===== config.mk =====
export PLATFORM = sky130hd
export DESIGN_NAME = rpr_queue
export DESIGN_NICKNAME = d
export VERILOG_FILES = /design/src/hw/rtl/rpr_pkg.sv /design/src/hw/rtl/rpr_queue.sv
export SDC_FILE = /design/constraint.sdc
export NUM_CORES = 1
export LEC_CHECK = 0
export ABC_AREA = 0
export BUFFER_PORTS_ARGS = -buffer_cell sky130_fd_sc_hd__buf_4
export CAP_MARGIN = 10
export CORE_AREA = 10 10 47 49
export DETAILED_ROUTE_END_ITERATION = 8
export DIE_AREA = 0 0 57 59
export RECOVER_POWER = 50
export SLEW_MARGIN = 15
export SYNTH_ARGS = -nofsm -noshare
export SYNTH_HDL_FRONTEND = slang
export SYNTH_SLANG_ARGS = --single-unit

===== constraint.sdc =====
create_clock -name clk -period 5 [get_ports clk]
set_input_delay 0.5 -clock clk [delete_from_list [all_inputs] [get_ports clk]]
set_output_delay 0.5 -clock clk [all_outputs]
set_load 0.005 [all_outputs]

===== src/hw/rtl/rpr_pkg.sv =====
// Shared types, constants and the arctangent table for the rotary position rotator.
// Used by the front end, the queue, the CORDIC back end and the top level.
// No dependencies.
package rpr_pkg;

    localparam int HEAD_PAIRS_DEF    = 64;
    localparam int CORDIC_STAGES_DEF = 16;
    localparam int DATA_WIDTH_DEF    = 16;

    localparam int IDX_W     = 6;
    localparam int FREQ_W    = 32;
    localparam int POS_W     = 16;
    localparam int PHASE_W   = 32;
    localparam int TBL_MAX   = 64;
    localparam int RESID_W   = 30;
    localparam int QUAD_W    = 2;
    localparam int XW        = 34;
    localparam int ZW        = 33;
    localparam int FRAC_BITS = 30;

    localparam int QUEUE_DEPTH = 4;

    localparam logic [PHASE_W-1:0]   EIGHTH_TURN  = 32'h2000_0000;
    localparam logic signed [XW-1:0] INV_GAIN_Q30 = 34'sd652032874;

    typedef enum logic
    {
        OP_LOAD   = 1'b0,
        OP_ROTATE = 1'b1
    } op_t;

    typedef enum logic [QUAD_W-1:0]
    {
        QUAD_0 = 2'd0,
        QUAD_1 = 2'd1,
        QUAD_2 = 2'd2,
        QUAD_3 = 2'd3
    } quad_t;

    // arctan(2^-i) in units of 2^-32 turn
    function automatic logic [31:0] atan_turns(input int unsigned stage);
        logic [31:0] a;
        unique case (stage)
            0:       a = 32'h2000_0000;
            1:       a = 32'h12E4_051E;
            2:       a = 32'h09FB_385B;
            3:       a = 32'h0511_11D4;
            4:       a = 32'h028B_0D43;
            5:       a = 32'h0145_D7E1;
            6:       a = 32'h00A2_F61E;
            7:       a = 32'h0051_7C55;
            8:       a = 32'h0028_BE53;
            9:       a = 32'h0014_5F2F;
            10:      a = 32'h000A_2F98;
            11:      a = 32'h0005_17CC;
            12:      a = 32'h0002_8BE6;
            13:      a = 32'h0001_45F3;
            14:      a = 32'h0000_A2FA;
            15:      a = 32'h0000_517D;
            16:      a = 32'h0000_28BE;
            17:      a = 32'h0000_145F;
            18:      a = 32'h0000_0A30;
            19:      a = 32'h0000_0518;
            20:      a = 32'h0000_028C;
            21:      a = 32'h0000_0146;
            22:      a = 32'h0000_00A3;
            23:      a = 32'h0000_0051;
            default: a = 32'h0000_0000;
        endcase
        return a;
    endfunction

endpackage


===== src/hw/rtl/rpr_queue.sv =====
// Small register queue between the front end and the CORDIC back end.
// Uses rpr_pkg for the default depth.
module rpr_queue
    import rpr_pkg::*;
#(
    parameter int WIDTH = 1,
    parameter int DEPTH = QUEUE_DEPTH
)
(
    input  logic             clk,
    input  logic             rst_n,
    input  logic             push_valid,
    output logic             push_ready,
    input  logic [WIDTH-1:0] push_data,
    output logic             pop_valid,
    input  logic             pop_ready,
    output logic [WIDTH-1:0] pop_data
);

    localparam int PW = (DEPTH > 1) ? $clog2(DEPTH) : 1;
    localparam int CW = $clog2(DEPTH + 1);

    logic [WIDTH-1:0] buf_mem [DEPTH];
    logic [PW-1:0]    wp_reg, wp_next;
    logic [PW-1:0]    rp_reg, rp_next;
    logic [CW-1:0]    cnt_reg, cnt_next;
    logic             push;
    logic             pop;

    assign push_ready = (cnt_reg != CW'(DEPTH));
    assign pop_valid  = (cnt_reg != '0);
    assign push       = push_valid && push_ready;
    assign pop        = pop_valid && pop_ready;
    assign pop_data   = buf_mem[rp_reg];

    always_comb
    begin
        wp_next  = wp_reg;
        rp_next  = rp_reg;
        cnt_next = cnt_reg;
        if (push)
        begin
            wp_next = (wp_reg == PW'(DEPTH - 1)) ? '0 : wp_reg + 1'b1;
        end
        if (pop)
        begin
            rp_next = (rp_reg == PW'(DEPTH - 1)) ? '0 : rp_reg + 1'b1;
        end
        if (push && !pop)
        begin
            cnt_next = cnt_reg + 1'b1;
        end
        else if (pop && !push)
        begin
            cnt_next = cnt_reg - 1'b1;
        end
    end

    always_ff @(posedge clk)
    begin
        if (push)
        begin
            buf_mem[wp_reg] <= push_data;
        end
    end

    always_ff @(posedge clk or negedge rst_n)
    begin
        if (!rst_n)
        begin
            wp_reg  <= '0;
            rp_reg  <= '0;
            cnt_reg <= '0;
        end
        else
        begin
            wp_reg  <= wp_next;
            rp_reg  <= rp_next;
            cnt_reg <= cnt_next;
        end
    end

endmodule


==> results.yml <==
timing:
  rsz0062_at_grt: "no"
  fmax_mhz: 426.5
  finClkSkew_ns: 0.007227
  timing.slew.headroom_pct: 51.82
  hold_viol: 0
  minimum_setup_slack_in_the_final_design_ns: 2.655
  max_slew.worst_pin.slew_ns: 0.7162
  finalSetupViolCount: 0
  post-route-period-util_pct: 46.89
  report.final.slew_viol_count: 0
  final_period_minus_worst_setup_slack_ns: 2.345
  finalHoldWorstSlack_ns: 0.1247
  setup_tns_ns: 0
synthesis:
  synthDominantAreaCellType: "sky130_fd_sc_hd__dfrtp_1"
  post_synth_inst_count: 42
  synth_seq_cells: 11
  synth_sequential_area_ratio_pct: 49.89
  synthDominantCellAreaShare_pct: 29.60
  syn_nets: 54
  yosysWarnings: 0
  cell_area_after_synthesis_um2: 591.8
  avgSynthCellArea_um2: 14.09
  synthDistinctLibCells: 16
  ys_top_cells_by_area: "sky130_fd_sc_hd__dfrtp_1 30%, sky130_fd_sc_hd__edfxtp_1 20%, sky130_fd_sc_hd__ha_1 13%"
clock_tree:
  cts.sinks: 11
  cts_post_setup_buffers_inserted: 0
  worst_skew_pair.late_latency_ns: 0.26
  cts-htree-levels: 1
  cts.hold.buffers_added: 0
  root_buffer: "sky130_fd_sc_hd__clkbuf_4"
  clk_transition_reported_paths_ns: 0.08
  clockBufferDepth: 2
  cts.repair.resized: 0
  cts_tree: "built"
  numCtsBuffers: 3
detailed_routing:
  detail_route.vias_per_cell: 4.797
  drtPass1Iterations: 2
  wirelength_um: 904
  ant_nets: 0
  avgRoutedWirePerCell_um: 13.10
  post-route-drc-count: 0
  via_count: 331
  drt_first_iter_violations: 1
layout:
  multi_input_gate_area_um2: 281.5
  finalNonFillerCells: 69
  design.final.nets: 66
  final.fill_count: 136
  antenna-diode-count: 0
  largest_register_ffs: 4
  sequential_cell_area_um2: 295.3
  area_growth_syn_to_layout_pct: 15.01
  layout_common_cells: "7 x sky130_fd_sc_hd__dfrtp_1, 6 x sky130_fd_sc_hd__ha_1, 5 x sky130_fd_sc_hd__buf_4"
  layout-drive-gt1-share_pct: 32.08
  layout.cells.most_common: "sky130_fd_sc_hd__dfrtp_1"
critical_path:
  worst_path_dominant_cell_family: "adder cells"
  cp_cell_sequence: "nor2_1 -> a21boi_0 -> ha_1 -> inv_1 -> fa_1 -> xor2_1 -> nor2_1 -> xor2_1"
  count_of_buffering_cells_on_the_critical_path_with_inverters_included: 1
  cp_arrival_ns: 2.54
  path_class: "reg2reg"
  critical-path-max-stage-delay_ns: 0.59
  crit_path_top_delay_cell: "sky130_fd_sc_hd__a21boi_0"
  worstPathMaxFanout: 7
  worst-endpoint-required_ns: 5.19
  setup.worst_path.end_class: "register"
  critical_path.startpoint_type: "register"
pwr:
  power_per_cell_area_mw_per_mm2: 594.5
  power.ir.vdd_worst_uv: 237.6
  power.static_leakage_nw: 0.3066
placement:
  portBuffers: 7
  placed_cells: 65
  globalplace.congestion: 0.7721
  post-place-ws_ns: 2.945
  post-dp-hpwl_um: 760.8
die:
  fp.dieArea_mm2: 0.003363
  fp.coreArea_mm2: 0.001401
  die_wd_um: 57
  dieHeight_um: 59
  placementRows: 14
  design.portCount: 8
  initial_cell_density_of_the_core_pct: 42.23
run_status:
  outcome: "complete, no violations"
global_routing:
  grt_overflow: 0
  vias_in_the_first_global_route: 358
  grt_max_degree: 8
  initial_antenna_violation_count: 0
  grt_first_pass_wirelength_um: 1469
  grtUsageTotal_pct: 5.551
worst_hold_path:
  hold_class: "in2async"
run:
  maxCapViolCount: 0
## cell type report
type / count / share of cell area (%)
clock buffer: 3 / 3.309
clock inverter: 1 / 0.7353
inverter: 3 / 1.654
multi-input combinational: 28 / 41.36
sequential: 11 / 43.38
tap: 16 / 2.941
timing repair buffer: 7 / 6.618
## layer usage
metal	wire, µm	vias up	GRT usage [%]
li1	-	163	-
met1	340	164	4.902
met2	515	4	10.39
met3	49	0	2.361
met4	0	0	3.020
met5	0	-	0
## kinds of logic (layout without fill, tap and decap cells)
family,Yosys count,after routing,share of synthesized area [%]
DFF,11,11,49.90
and+or+nand+nor,11,11,11.20
adders and majority gates,7,7,16.07
muxes,6,6,14.59
xor gates and xnor gates,3,3,4.441
buffers and inverters,3,14,1.903
AOI/OAI and AO/OA,1,1,1.903
## metrics by stage
stage	total power, mW	util (%)	cell area, µm²
6_report	0.4046	48.57	680.7
5_1_grt	0.4388	48.57	680.7
2_1_floorplan	0.2967	-	591.8
3_3_place_gp	0.3324	47.41	664.4
4_1_cts	0.4138	49.38	691.9
3_5_place_dp	0.3543	47.41	664.4
## cells in the mapped netlist (all sizes together)
library cell / instances
inv: 3
nor2: 4
mux2: 5
nand2: 2
dfrtp: 7
xnor2: 1
xor2: 2
ha: 6
a21boi: 1
and2: 4
mux4: 1
fa: 1
or3: 1
edfxtp: 4
## path summary, 6_finish.rpt
| path | start | to | slack (ns) | cells after the start |
|---|---|---|---|---|
| max | cnt_reg[0]$_DFFE_PN0P_ | cnt_reg[2]$_DFFE_PN0P_ | 2.66 | 8 |
| min | rst_n | rp_reg[0]$_DFFE_PN0P_ | 0.12 | 1 |
| max reg2reg | cnt_reg[0]$_DFFE_PN0P_ | cnt_reg[2]$_DFFE_PN0P_ | 2.66 | 8 |
| min reg2reg | cnt_reg[2]$_DFFE_PN0P_ | cnt_reg[2]$_DFFE_PN0P_ | 0.52 | 1 |
| max in group asynchronous | rst_n | wp_reg[1]$_DFFE_PN0P_ | 4.59 | 1 |
| min in group clk | push_data | buf_mem[3]$_DFFE_PP_ | 0.49 | 1 |
## where the power goes
part           leakage (nW)  internal [mW]  switching (mW)  total (mW)
combinational         0.170          0.105          0.0704       0.175
sequential            0.119          0.132          0.0380       0.170
clock                0.0177         0.0295          0.0298      0.0593
total                 0.307          0.266           0.138       0.405
Note: power is estimated with default switching activity, not from simulation.
